==> src/rtl/core/mfim_pkg.sv <==
// ----------------------------------------------------------------------------
// mfim_pkg
// Types and constants of the matched face index mapper.
// ----------------------------------------------------------------------------
package mfim_pkg;

    // Field widths of the input and result beats.
    localparam int OFFSET_W = 10;
    localparam int INDEX_W  = 32;

    // Configuration port widths.
    localparam int CFG_IDX_W  = 3;
    localparam int CFG_DATA_W = 11;

    // Register widths.
    localparam int DIM_W   = 11;
    localparam int START_W = 10;

    // Register indexes of the configuration port.
    typedef enum logic [CFG_IDX_W-1:0] {
        CFG_NI         = 3'd0,
        CFG_NJ         = 3'd1,
        CFG_NK         = 3'd2,
        CFG_FACE_AXIS  = 3'd3,
        CFG_FACE_PLANE = 3'd4,
        CFG_START_A    = 3'd5,
        CFG_START_B    = 3'd6,
        CFG_AXIS_CTRL  = 3'd7
    } t_cfg_idx;

    // Fixed boundary axis codes.
    typedef enum logic [1:0] {
        AXIS_I    = 2'd0,
        AXIS_J    = 2'd1,
        AXIS_K    = 2'd2,
        AXIS_NONE = 2'd3
    } t_axis;

    // Bit positions in the axis control register.
    localparam int CTRL_SWAP   = 0;
    localparam int CTRL_A_FALL = 1;
    localparam int CTRL_B_FALL = 2;

endpackage

==> src/rtl/core/mfim_if.sv <==
// ----------------------------------------------------------------------------
// mfim_in_if / mfim_out_if
// Valid/ready channels for donor face beats and receiver index beats.
// ----------------------------------------------------------------------------
interface mfim_in_if;
    import mfim_pkg::*;

    logic                valid;
    logic                ready;
    logic [OFFSET_W-1:0] first_offset;
    logic [OFFSET_W-1:0] second_offset;
    logic                last_in;

    modport source (output valid, first_offset, second_offset, last_in, input ready);
    modport sink   (input valid, first_offset, second_offset, last_in, output ready);
endinterface

interface mfim_out_if;
    import mfim_pkg::*;

    logic               valid;
    logic               ready;
    logic [INDEX_W-1:0] face_index;
    logic               range_error;
    logic               last_out;

    modport source (output valid, face_index, range_error, last_out, input ready);
    modport sink   (input valid, face_index, range_error, last_out, output ready);
endinterface

==> src/rtl/core/matched_face_index_mapper.sv <==
// ----------------------------------------------------------------------------
// matched_face_index_mapper
// Maps donor boundary face offsets to receiver global face indexes.
// ----------------------------------------------------------------------------
// The mapper takes one donor face beat per clock unless backpressure from the
// output stalls it, and returns one index beat per face. Stage one swaps
// offsets, forms the free coordinates, checks all ranges and forms pairwise
// count products; stage two holds the multipliers for block face counts and
// strides; stage three sums pairs of terms; stage four adds the halves into
// the output register. Every stage stalls on its own, so bubbles close up
// under backpressure. Configuration writes take effect at once; the user must
// make them only while no face is in flight, as the block does not enforce it.
module matched_face_index_mapper #(
    parameter int MAX_DIM = 1024
) (
    input  logic                         i_clk,
    input  logic                         i_rst_n,
    mfim_in_if.sink                      i_face,
    mfim_out_if.source                   o_index,
    input  logic                         i_cfg_we,
    input  logic [mfim_pkg::CFG_IDX_W-1:0]  i_cfg_idx,
    input  logic [mfim_pkg::CFG_DATA_W-1:0] i_cfg_wdata
);
    import mfim_pkg::*;

    // Configuration registers.
    logic [DIM_W-1:0]   r_ni, r_nj, r_nk, r_plane;
    t_axis              r_axis;
    logic [START_W-1:0] r_start_a, r_start_b;
    logic [2:0]         r_ctrl;

    // Stage enables, derived from the back of the pipeline forward.
    logic en1, en2, en3, en4;
    logic r1_valid, r2_valid, r3_valid, r4_valid;

    // A cell count is usable when it is nonzero and no larger than MAX_DIM.
    function automatic logic dim_ok(input logic [DIM_W-1:0] n);
        return (n != '0) && (32'(n) <= 32'(MAX_DIM));
    endfunction

    // Configuration write port.
    always_ff @(posedge i_clk) begin
        if (!i_rst_n) begin
            r_ni      <= DIM_W'(1);
            r_nj      <= DIM_W'(1);
            r_nk      <= DIM_W'(1);
            r_axis    <= AXIS_I;
            r_plane   <= DIM_W'(1);
            r_start_a <= '0;
            r_start_b <= '0;
            r_ctrl    <= '0;
        end else if (i_cfg_we) begin
            case (t_cfg_idx'(i_cfg_idx))
                CFG_NI:         r_ni      <= i_cfg_wdata[DIM_W-1:0];
                CFG_NJ:         r_nj      <= i_cfg_wdata[DIM_W-1:0];
                CFG_NK:         r_nk      <= i_cfg_wdata[DIM_W-1:0];
                CFG_FACE_AXIS:  r_axis    <= t_axis'(i_cfg_wdata[1:0]);
                CFG_FACE_PLANE: r_plane   <= i_cfg_wdata[DIM_W-1:0];
                CFG_START_A:    r_start_a <= i_cfg_wdata[START_W-1:0];
                CFG_START_B:    r_start_b <= i_cfg_wdata[START_W-1:0];
                CFG_AXIS_CTRL:  r_ctrl    <= i_cfg_wdata[2:0];
                default: ;
            endcase
        end
    end

    // Handshake chain: a stage loads when it is empty or its successor loads.
    assign en4 = !r4_valid || o_index.ready;
    assign en3 = !r3_valid || en4;
    assign en2 = !r2_valid || en3;
    assign en1 = !r1_valid || en2;
    assign i_face.ready = en1;

    // ------------------------------------------------------------------
    // Stage 1: coordinates, range checks and pairwise count products.
    // ------------------------------------------------------------------
    logic [OFFSET_W-1:0] s1_off_a, s1_off_b;
    logic [11:0]         s1_va, s1_vb, s1_nf_p1;
    logic [DIM_W-1:0]    s1_na, s1_nb, s1_nf;
    logic [11:0]         s1_ni_p1, s1_nj_p1;
    logic                s1_ok;

    logic                r1_ok, r1_last;
    t_axis               r1_axis;
    logic [DIM_W-1:0]    r1_a, r1_b, r1_fix, r1_ni, r1_nk;
    logic [22:0]         r1_p1, r1_p2;
    logic [21:0]         r1_p3;

    always_comb begin
        s1_off_a = r_ctrl[CTRL_SWAP] ? i_face.second_offset : i_face.first_offset;
        s1_off_b = r_ctrl[CTRL_SWAP] ? i_face.first_offset  : i_face.second_offset;

        s1_va = r_ctrl[CTRL_A_FALL] ? (12'(r_start_a) - 12'(s1_off_a))
                                    : (12'(r_start_a) + 12'(s1_off_a));
        s1_vb = r_ctrl[CTRL_B_FALL] ? (12'(r_start_b) - 12'(s1_off_b))
                                    : (12'(r_start_b) + 12'(s1_off_b));

        case (r_axis)
            AXIS_I: begin
                s1_nf = r_ni; s1_na = r_nj; s1_nb = r_nk;
            end
            AXIS_J: begin
                s1_nf = r_nj; s1_na = r_ni; s1_nb = r_nk;
            end
            default: begin
                s1_nf = r_nk; s1_na = r_ni; s1_nb = r_nj;
            end
        endcase
        s1_nf_p1 = 12'(s1_nf) + 12'd1;

        s1_ok = dim_ok(r_ni) && dim_ok(r_nj) && dim_ok(r_nk)
             && (r_axis != AXIS_NONE)
             && (r_plane != '0) && (12'(r_plane) <= s1_nf_p1)
             && !s1_va[11] && (s1_va[DIM_W-1:0] < s1_na)
             && !s1_vb[11] && (s1_vb[DIM_W-1:0] < s1_nb);

        s1_ni_p1 = 12'(r_ni) + 12'd1;
        s1_nj_p1 = 12'(r_nj) + 12'd1;
    end

    always_ff @(posedge i_clk) begin
        if (!i_rst_n) begin
            r1_valid <= 1'b0;
        end else if (en1) begin
            r1_valid <= i_face.valid;
        end
    end

    always_ff @(posedge i_clk) begin
        if (en1) begin
            r1_ok   <= s1_ok;
            r1_last <= i_face.last_in;
            r1_axis <= r_axis;
            r1_a    <= s1_va[DIM_W-1:0];
            r1_b    <= s1_vb[DIM_W-1:0];
            r1_fix  <= r_plane - DIM_W'(1);
            r1_ni   <= r_ni;
            r1_nk   <= r_nk;
            r1_p1   <= 23'(s1_ni_p1) * 23'(r_nj);
            r1_p2   <= 23'(r_ni) * 23'(s1_nj_p1);
            r1_p3   <= 22'(r_ni) * 22'(r_nj);
        end
    end

    // ------------------------------------------------------------------
    // Stage 2: block face counts and the three strided terms.
    // ------------------------------------------------------------------
    logic [22:0] s2_mul_b, s2_mul_f;
    logic [11:0] s2_mul_a;

    logic               r2_ok, r2_last;
    t_axis              r2_axis;
    logic [INDEX_W-1:0] r2_cnt_i, r2_cnt_j, r2_term_b, r2_term_f;
    logic [22:0]        r2_term_a;

    always_comb begin
        case (r1_axis)
            AXIS_I: begin
                s2_mul_b = r1_p1;
                s2_mul_f = 23'd1;
                s2_mul_a = 12'(r1_ni) + 12'd1;
            end
            AXIS_J: begin
                s2_mul_b = r1_p2;
                s2_mul_f = 23'(r1_ni);
                s2_mul_a = 12'd1;
            end
            default: begin
                s2_mul_b = 23'(r1_ni);
                s2_mul_f = 23'(r1_p3);
                s2_mul_a = 12'd1;
            end
        endcase
    end

    always_ff @(posedge i_clk) begin
        if (!i_rst_n) begin
            r2_valid <= 1'b0;
        end else if (en2) begin
            r2_valid <= r1_valid;
        end
    end

    always_ff @(posedge i_clk) begin
        if (en2) begin
            r2_ok     <= r1_ok;
            r2_last   <= r1_last;
            r2_axis   <= r1_axis;
            r2_cnt_i  <= INDEX_W'(r1_p1) * INDEX_W'(r1_nk);
            r2_cnt_j  <= INDEX_W'(r1_p2) * INDEX_W'(r1_nk);
            r2_term_b <= INDEX_W'(r1_b) * INDEX_W'(s2_mul_b);
            r2_term_f <= INDEX_W'(r1_fix) * INDEX_W'(s2_mul_f);
            r2_term_a <= 23'(r1_a) * 23'(s2_mul_a);
        end
    end

    // ------------------------------------------------------------------
    // Stage 3: base plus fixed-plane term, and the two free-axis terms.
    // ------------------------------------------------------------------
    logic [INDEX_W-1:0] s3_base;

    logic               r3_ok, r3_last;
    logic [INDEX_W-1:0] r3_hi, r3_lo;

    always_comb begin
        case (r2_axis)
            AXIS_I:  s3_base = '0;
            AXIS_J:  s3_base = r2_cnt_i;
            default: s3_base = r2_cnt_i + r2_cnt_j;
        endcase
    end

    always_ff @(posedge i_clk) begin
        if (!i_rst_n) begin
            r3_valid <= 1'b0;
        end else if (en3) begin
            r3_valid <= r2_valid;
        end
    end

    always_ff @(posedge i_clk) begin
        if (en3) begin
            r3_ok   <= r2_ok;
            r3_last <= r2_last;
            r3_hi   <= s3_base + r2_term_f;
            r3_lo   <= INDEX_W'(r2_term_a) + r2_term_b;
        end
    end

    // ------------------------------------------------------------------
    // Stage 4: final sum into the output register.
    // ------------------------------------------------------------------
    logic               r4_err, r4_last;
    logic [INDEX_W-1:0] r4_index;

    always_ff @(posedge i_clk) begin
        if (!i_rst_n) begin
            r4_valid <= 1'b0;
        end else if (en4) begin
            r4_valid <= r3_valid;
        end
    end

    always_ff @(posedge i_clk) begin
        if (en4) begin
            r4_err   <= !r3_ok;
            r4_last  <= r3_last;
            r4_index <= r3_ok ? (r3_hi + r3_lo) : '0;
        end
    end

    assign o_index.valid       = r4_valid;
    assign o_index.face_index  = r4_index;
    assign o_index.range_error = r4_err;
    assign o_index.last_out    = r4_last;

endmodule

==> src/flat_wrapper.sv <==
// flat-port wrapper written by rule: the top's interface ports become plain ports
module matched_face_index_mapper_flat import mfim_pkg::*;
#(
    parameter int MAX_DIM = 1024
)
  (i_clk, i_rst_n, i_cfg_we, i_cfg_idx, i_cfg_wdata, i_face_valid, i_face_first_offset, i_face_second_offset, i_face_last_in, i_face_ready, o_index_valid, o_index_face_index, o_index_range_error, o_index_last_out, o_index_ready);
  mfim_in_if i_face_i ();
  mfim_out_if o_index_i ();
  input  logic i_clk;
  input  logic i_rst_n;
  input  logic i_cfg_we;
  input  logic [mfim_pkg::CFG_IDX_W-1:0] i_cfg_idx;
  input  logic [mfim_pkg::CFG_DATA_W-1:0] i_cfg_wdata;
  input wire logic [$bits(i_face_i.valid)-1:0] i_face_valid;
  input wire logic [$bits(i_face_i.first_offset)-1:0] i_face_first_offset;
  input wire logic [$bits(i_face_i.second_offset)-1:0] i_face_second_offset;
  input wire logic [$bits(i_face_i.last_in)-1:0] i_face_last_in;
  output wire logic [$bits(i_face_i.ready)-1:0] i_face_ready;
  output wire logic [$bits(o_index_i.valid)-1:0] o_index_valid;
  output wire logic [$bits(o_index_i.face_index)-1:0] o_index_face_index;
  output wire logic [$bits(o_index_i.range_error)-1:0] o_index_range_error;
  output wire logic [$bits(o_index_i.last_out)-1:0] o_index_last_out;
  input wire logic [$bits(o_index_i.ready)-1:0] o_index_ready;
  assign i_face_i.valid = i_face_valid;
  assign i_face_i.first_offset = i_face_first_offset;
  assign i_face_i.second_offset = i_face_second_offset;
  assign i_face_i.last_in = i_face_last_in;
  assign i_face_ready = i_face_i.ready;
  assign o_index_valid = o_index_i.valid;
  assign o_index_face_index = o_index_i.face_index;
  assign o_index_range_error = o_index_i.range_error;
  assign o_index_last_out = o_index_i.last_out;
  assign o_index_i.ready = o_index_ready;
  matched_face_index_mapper #(.MAX_DIM(MAX_DIM)) u_core (.i_clk(i_clk), .i_rst_n(i_rst_n), .i_face(i_face_i), .o_index(o_index_i), .i_cfg_we(i_cfg_we), .i_cfg_idx(i_cfg_idx), .i_cfg_wdata(i_cfg_wdata));
endmodule
==> config.mk <==
export PLATFORM = sky130hd
export DESIGN_NAME = matched_face_index_mapper_flat
export DESIGN_NICKNAME = d
export VERILOG_FILES = /design/src/rtl/core/mfim_pkg.sv /design/src/rtl/core/mfim_if.sv /design/src/rtl/core/matched_face_index_mapper.sv /design/src/flat_wrapper.sv
export SDC_FILE = /design/constraint.sdc
export NUM_CORES = 2
export LEC_CHECK = 0
export BUFFER_PORTS_ARGS = -buffer_cell sky130_fd_sc_hd__buf_2
export CAP_MARGIN = 20
export CELL_PAD_IN_SITES_DETAIL_PLACEMENT = 0
export CELL_PAD_IN_SITES_GLOBAL_PLACEMENT = 1
export CORE_AREA = 2 2 398 400
export CTS_BUF_LIST = sky130_fd_sc_hd__clkbuf_4
export CTS_CLUSTER_DIAMETER = 120
export CTS_CLUSTER_SIZE = 28
export DETAILED_ROUTE_END_ITERATION = 12
export DIE_AREA = 0 0 400 402
export PLACE_DENSITY_LB_ADDON = 0.1
export SLEW_MARGIN = 15
export SYNTH_ARGS = -nofsm -noshare
export SYNTH_HDL_FRONTEND = slang
export SYNTH_SLANG_ARGS = --single-unit
==> constraint.sdc <==
create_clock -name i_clk -period 8.45 [get_ports i_clk]
set_clock_uncertainty 0.2 [all_clocks]
set_input_delay 0.4225 -clock i_clk [delete_from_list [all_inputs] [get_ports i_clk]]
set_output_delay 0.4225 -clock i_clk [all_outputs]
set_load 0.005 [all_outputs]
* Word level (Yosys, flattened, before mapping) *
Index checks and enable logic that the tools add are counted.

storage, ports and cells
  bits in registers = 455
  bits of input ports = 40
  output and inout bits = 36
  logic and storage cells = 127

cells by class
  add/sub/neg operators = 13
  multipliers = 8
  order comparisons = 6
  eq/ne operators = 11
  muxes and demuxes = 11
  reduce and logical (&&, ||, !) cells = 40

operators with widths
  operator                 count
  $add A32 B32 Y32         3
  $mul A23 B11 Y32         2
  $pmux W32 S2             1
  $add A11 B1 Y12 const B  4
  $mul A11 B12 Y23         2
  $pmux W23 S2             1
  $pmux W22 S2             1
  $reduce_bool A11 Y1      4
  $mux W12                 3
  $le A11 B11 Y1 const B   3
  $add A23 B32 Y32         1
  $mul A11 B22 Y32         1
  $mul A11 B23 Y32         1
  $mul A12 B11 Y23         1
  $add A10 B10 Y11         2
  $lt A11 B11 Y1           2
  $mul A11 B11 Y22         1
  $mux W11                 2
  $pmux W11 S2             1
  $sub A10 B10 Y11         2
  $mux W10                 2
  $reduce_and A2 Y1        8
  $eq A3 B3 Y1 const B     4
  $le A11 B12 Y1           1
  11 further kinds         36

* Longest topological paths before layout *
  depth in word-level cells = 11
  mapped depth = 30
  gate-level depth less buffers = 28

* Least setup slack after synthesis *
Ideal clock, no wire load.

  kind = register to register
  start = reg u_core.r1_axis[0]
  end = reg u_core.r2_term_f[31], data pin
  setup time = 260 ps
  data arrival time = 6624 ps
  data required time = 7990 ps
  slack = 1366 ps
  cell stages (with the launch flop) = 28
  path buffers = 4
  clock period less this slack = 7084 ps
  cell sequence = edfxtp_1 -> clkbuf_1 -> buf_1 -> clkbuf_1 -> nand2_1 -> o21ai_0 -> clkbuf_1 -> nand2_1 -> fa_1 -> fa_1 -> inv_1 -> fa_1 -> fa_1 -> inv_1 -> fa_1 -> inv_1 -> ha_1 -> a21o_1 -> a21o_1 -> a21oi_1 -> a31oi_1 -> a21oi_1 -> a21oi_1 -> a41o_1 -> nor3_1 -> o21bai_1 -> a21oi_1 -> xnor2_1

on the way
  word-level cells in the longest chain between the ends = 3
  elaborated cells on any way between the ends = 4
  those cells by class = 1 x mul; 1 x eq/ne; 1 x mux; 1 x reduce/logical

ends and longest elaborated chain
  element                                                  RTL line                          RTL
  from (decl)                                              matched_face_index_mapper.sv:84   t_axis r1_axis;
  from (signal assigned)                                   matched_face_index_mapper.sv:133  r1_axis <= r_axis;
  $eq A2 B1 Y1 / $logic_not A2 Y1 (equally long branches)  matched_face_index_mapper.sv:157  case (r1_axis)
  $pmux W22 S2 *                                           matched_face_index_mapper.sv:157
  $mul A11 B22 Y32 *                                       matched_face_index_mapper.sv:192  r2_term_f <= INDEX_W'(r1_fix) * INDEX_W'(s2_mul_f);
  to (signal assigned)                                     matched_face_index_mapper.sv:192
  to (decl)                                                matched_face_index_mapper.sv:153  logic [INDEX_W-1:0] r2_cnt_i, r2_cnt_j, r2_term_b, r2_term_f;

Mark *: on every way between the ends. The rest lies on a longest branch, timed or not.
A chain may end at the register's enable or synchronous reset.

* Worst setup path after layout *
  start = reg u_core.r1_p1[18]
  end = reg u_core.r2_term_b[30], data pin

on the way
  word-level cells in the longest chain between the ends = 2

ends and longest elaborated chain
  element                 RTL line                          RTL
  from (decl)             matched_face_index_mapper.sv:86   logic [22:0] r1_p1, r1_p2;
  from (signal assigned)  matched_face_index_mapper.sv:139  r1_p1 <= 23'(s1_ni_p1) * 23'(r_nj);
  $pmux W23 S2            matched_face_index_mapper.sv:157
  $mul A11 B23 Y32        matched_face_index_mapper.sv:191  r2_term_b <= INDEX_W'(r1_b) * INDEX_W'(s2_mul_b);
  to (signal assigned)    matched_face_index_mapper.sv:191
  to (decl)               matched_face_index_mapper.sv:153

Every way passes these cells.

==> flow_metrics.env <==
export IMPL_cellPowerDensity_nw_per_um2=75.3
export IMPL_cp_startpoint="u_core.r1_p1[18]"
export IMPL_slew_headroom_pct=24.5
export IMPL_internal_power_mw=3.55
export IMPL_cp_slowest_cell="edfxtp_1"
export IMPL_r2r_slack_ns=0.97
export IMPL_drive_gt1_share_pct=4.35
export IMPL_hold_violations=0
export IMPL_cp_num_cells=21
export IMPL_area_growth_pct=5.67
export IMPL_routabilityCongestion=0.880
export IMPL_initial_utilization_pct=44.7
export IMPL_cts_buffers=27
export IMPL_endpoint="u_core.r2_term_b[30]"
export IMPL_synthCells=7495
export IMPL_synth_top_area_share_pct=31.2
export IMPL_routed_wl_microns=199000
export IMPL_yosysWarnings=0
export IMPL_r2r_end="u_core.r2_term_b[30]"
export IMPL_p_switching_mw=2.04
export IMPL_fillCellCount=15200
export IMPL_critPathMaxStageDelay_ns=0.92
export IMPL_ys_seq_elements=455
export IMPL_worst_path_buf_inv=2
export IMPL_cts_max_level=1
export IMPL_status="complete, no violations"
export IMPL_yosysSeqAreaShare_pct=18.4
export IMPL_setup_violations=0
export IMPL_whs_ns=0.144
export IMPL_post_place_ws_ns=0.813
export IMPL_fin_util_pct=47.2
export IMPL_grt_pass1_wl_microns=315000
export IMPL_clock_latency_ns=1.08
export IMPL_fin_nets=9287
export IMPL_crit_type="reg -> reg"
export IMPL_cts_clk_slew_worst_paths_ns=0.26
export IMPL_cp_start_kind="flop"
export IMPL_synth_cell_types=76
export IMPL_clock_sinks=455
export IMPL_clockPowerShare_pct=20.4
export IMPL_die_x_microns=400
export IMPL_ir_drop_uv=111
export IMPL_core_sq_um=157000
export IMPL_ios=76
export IMPL_end_kind="flop"
export IMPL_vias_per_cell=5.28
export IMPL_hpwl_microns=160000
export IMPL_die_area_sq_um=161000
export IMPL_post_cts_resized=0
export IMPL_yosysMostFrequentCell="nand2_1"
export IMPL_p_sw_share_pct=36.4
export IMPL_crit_top_cell="fa_1"
export IMPL_antenna_found_initial=16
export IMPL_vias=50400
export IMPL_clockRootBuffer="clkbuf_4"
export IMPL_cp_cell_sequence="mux2i_1, nor2_1, nand2_1, fa_1, fa_1, inv_1, fa_1, fa_1, fa_1, ha_1, a21oi_1, inv_1, a31oi_1, o211ai_1, a21oi_1, o21ai_0, o211a_1, o31a_1, o21a_1, nor2_1, xnor2_1"
export IMPL_grt_max_degree=95
export IMPL_rows=146
export IMPL_synth_nets=9323
export IMPL_netlist_top_cells_count="nand2_1 (1226), inv_1 (1156), fa_1 (1094), ha_1 (694), and2_1 (530)"
export IMPL_slew_viol_final=0
export IMPL_period_share_pct=88.6
export IMPL_p_leak_nw=34.9
export IMPL_finalNonFillerCells=9550
export IMPL_fin_crit_ns=7.48
export IMPL_ys_top_cells_by_area="fa_1 (31%), edfxtp_1 (16%), ha_1 (12%)"
export IMPL_setup_tns_ns=0
export IMPL_comb_power_share_pct=28.7
export IMPL_cp_data_arrival_time_ns=8.12
export IMPL_rr_startpoint="u_core.r1_p1[18]"
export IMPL_crit_path_max_fanout=12
export IMPL_fin_area_sq_um=74200
export IMPL_min_path_type="in -> reg"
export IMPL_synth_avg_cell_area_sq_um=9.37
export IMPL_tightest_slew_ns=1.13
export IMPL_ctsLongestPathBuffers=3
export IMPL_async_flop_share_pct=0
export IMPL_dr_pass1_iters=5
export IMPL_grt_overflow=0
export IMPL_p_seq_share_pct=50.9
export IMPL_syn_area_sq_um=70200
export IMPL_die_h_microns=402
export IMPL_grt_pass1_vias=53600
export IMPL_numPortBuffers=75
export IMPL_finalPower_mw=5.58
export IMPL_grt_setup_unrepaired="false"
export IMPL_maxCapViolCount=0
export IMPL_detail_route_antenna_nets=0
export IMPL_max_freq_ghz=0.134
export IMPL_required_ns=9.09
export IMPL_post_dp_cell_area_sq_um=73100
export IMPL_tritoncts="built"
export IMPL_r2r_cells=21
export IMPL_first_iter_violations=3054
export IMPL_grtUsageTotal_pct=25.5
export IMPL_wire_per_inst_microns=20.9
export IMPL_hold_buffers=60
export IMPL_dp_cells=9440
export IMPL_postCtsSetupRepairBufs=0
export IMPL_synth_edff_count=382
export IMPL_drc_errors=0
export IMPL_yosys_area_top_type="fa_1"
export IMPL_ys_flop_type="edfxtp_1"
export IMPL_crit_family="adder cells"
export IMPL_finalWorstSetupSlack_ns=0.966
[power groups by stage]
stage          Combinational (mW)  Clock [mW]  Sequential [mW]
2_1_floorplan                1.18           0             2.74
3_3_place_gp                 1.56           0             2.90
3_5_place_dp                 1.58           0             2.90
4_1_cts                      1.61        1.19             2.85
5_1_grt                      1.81        1.26             2.87
6_report                     1.60        1.14             2.84
[layer usage]
metal,wire length (microns),vias up,GRT usage (%),share of wire (%)
met5,54,-,0,0.027
met4,6330,8,6.68,3.2
met3,7930,213,2.50,4.0
met2,96600,931,44.0,48
met1,88300,25700,34.1,44
li1,-,23600,-,-
[flip-flops by register name (all words and copies together) (netlist names), 22 cells and up]
name,count
u_core.o_index.face_index,32
u_core.r1_p1,23
u_core.r1_p2,23
u_core.r1_p3,22
u_core.r2_cnt_i,32
u_core.r2_cnt_j,32
u_core.r2_term_a,23
u_core.r2_term_b,32
u_core.r2_term_f,32
u_core.r3_hi,32
u_core.r3_lo,32
[tightest hold or removal path, stage by stage]
cell	delay, ns
buf_2	0.09
mux2i_1	0.14
inv_1	0.13
fa_1	0.17
mux2_2	0.26
[cell usage in the layout (no fill, tap or decap), types with 45 or more instances in the layout]
cell and count:
nor2b_1 84, mux2i_1 81, dfxtp_1 73, nor2_1 240, edfxtp_1 382, dlygate4sd3_1 60
nand2b_1 46, ha_1 694, a21boi_0 79, xnor2_1 244, o21ai_0 164, and3_1 72
nor3_1 54, nand3_1 70, buf_4 162, fa_1 1094, o21a_1 45, a21oi_1 262
inv_1 1155, and2_1 530, buf_2 77, a21o_1 132, xor2_1 109, nand2_1 1224
[cell families after synthesis]
family                     synth area share [%]
muxes                                      1.22
buffers and inverters                      8.15
DFF                                        18.4
and+or+nand+nor                            16.1
xor gates and xnor gates                   4.40
adders and majority gates                  43.6
AOI/OAI and AO/OA                          8.16
[cell type report]
class | instances | area, sq um | share of cell area [%]
Clock inverter | 18 | 288 | 0.388
Timing Repair Buffer | 301 | 2240 | 3.02
Inverter | 1158 | 4350 | 5.87
Clock buffer | 27 | 203 | 0.273
Tap cell | 2072 | 2590 | 3.50
Multi-Input combinational cell | 5516 | 51600 | 69.5
Antenna cell | 3 | 7.51 | 0.0101
Sequential cell | 455 | 12900 | 17.4
[worst min-delay path by stage]
stage                           startpoint                      end  slack [ns]  cells after the start
floorplan                   u_core.r3_last  u_core.o_index.last_out        0.20                      0
global placement            u_core.r2_last           u_core.r3_last        0.20                      0
detailed placement          u_core.r1_last           u_core.r2_last        0.20                      0
CTS                 i_face_first_offset[1]           u_core.r1_a[1]        0.01                      5
global route        i_face_first_offset[1]           u_core.r1_a[1]        0.09                      5
finish              i_face_first_offset[1]           u_core.r1_a[1]        0.14                      5
Note: power is estimated with default switching activity, not from simulation.
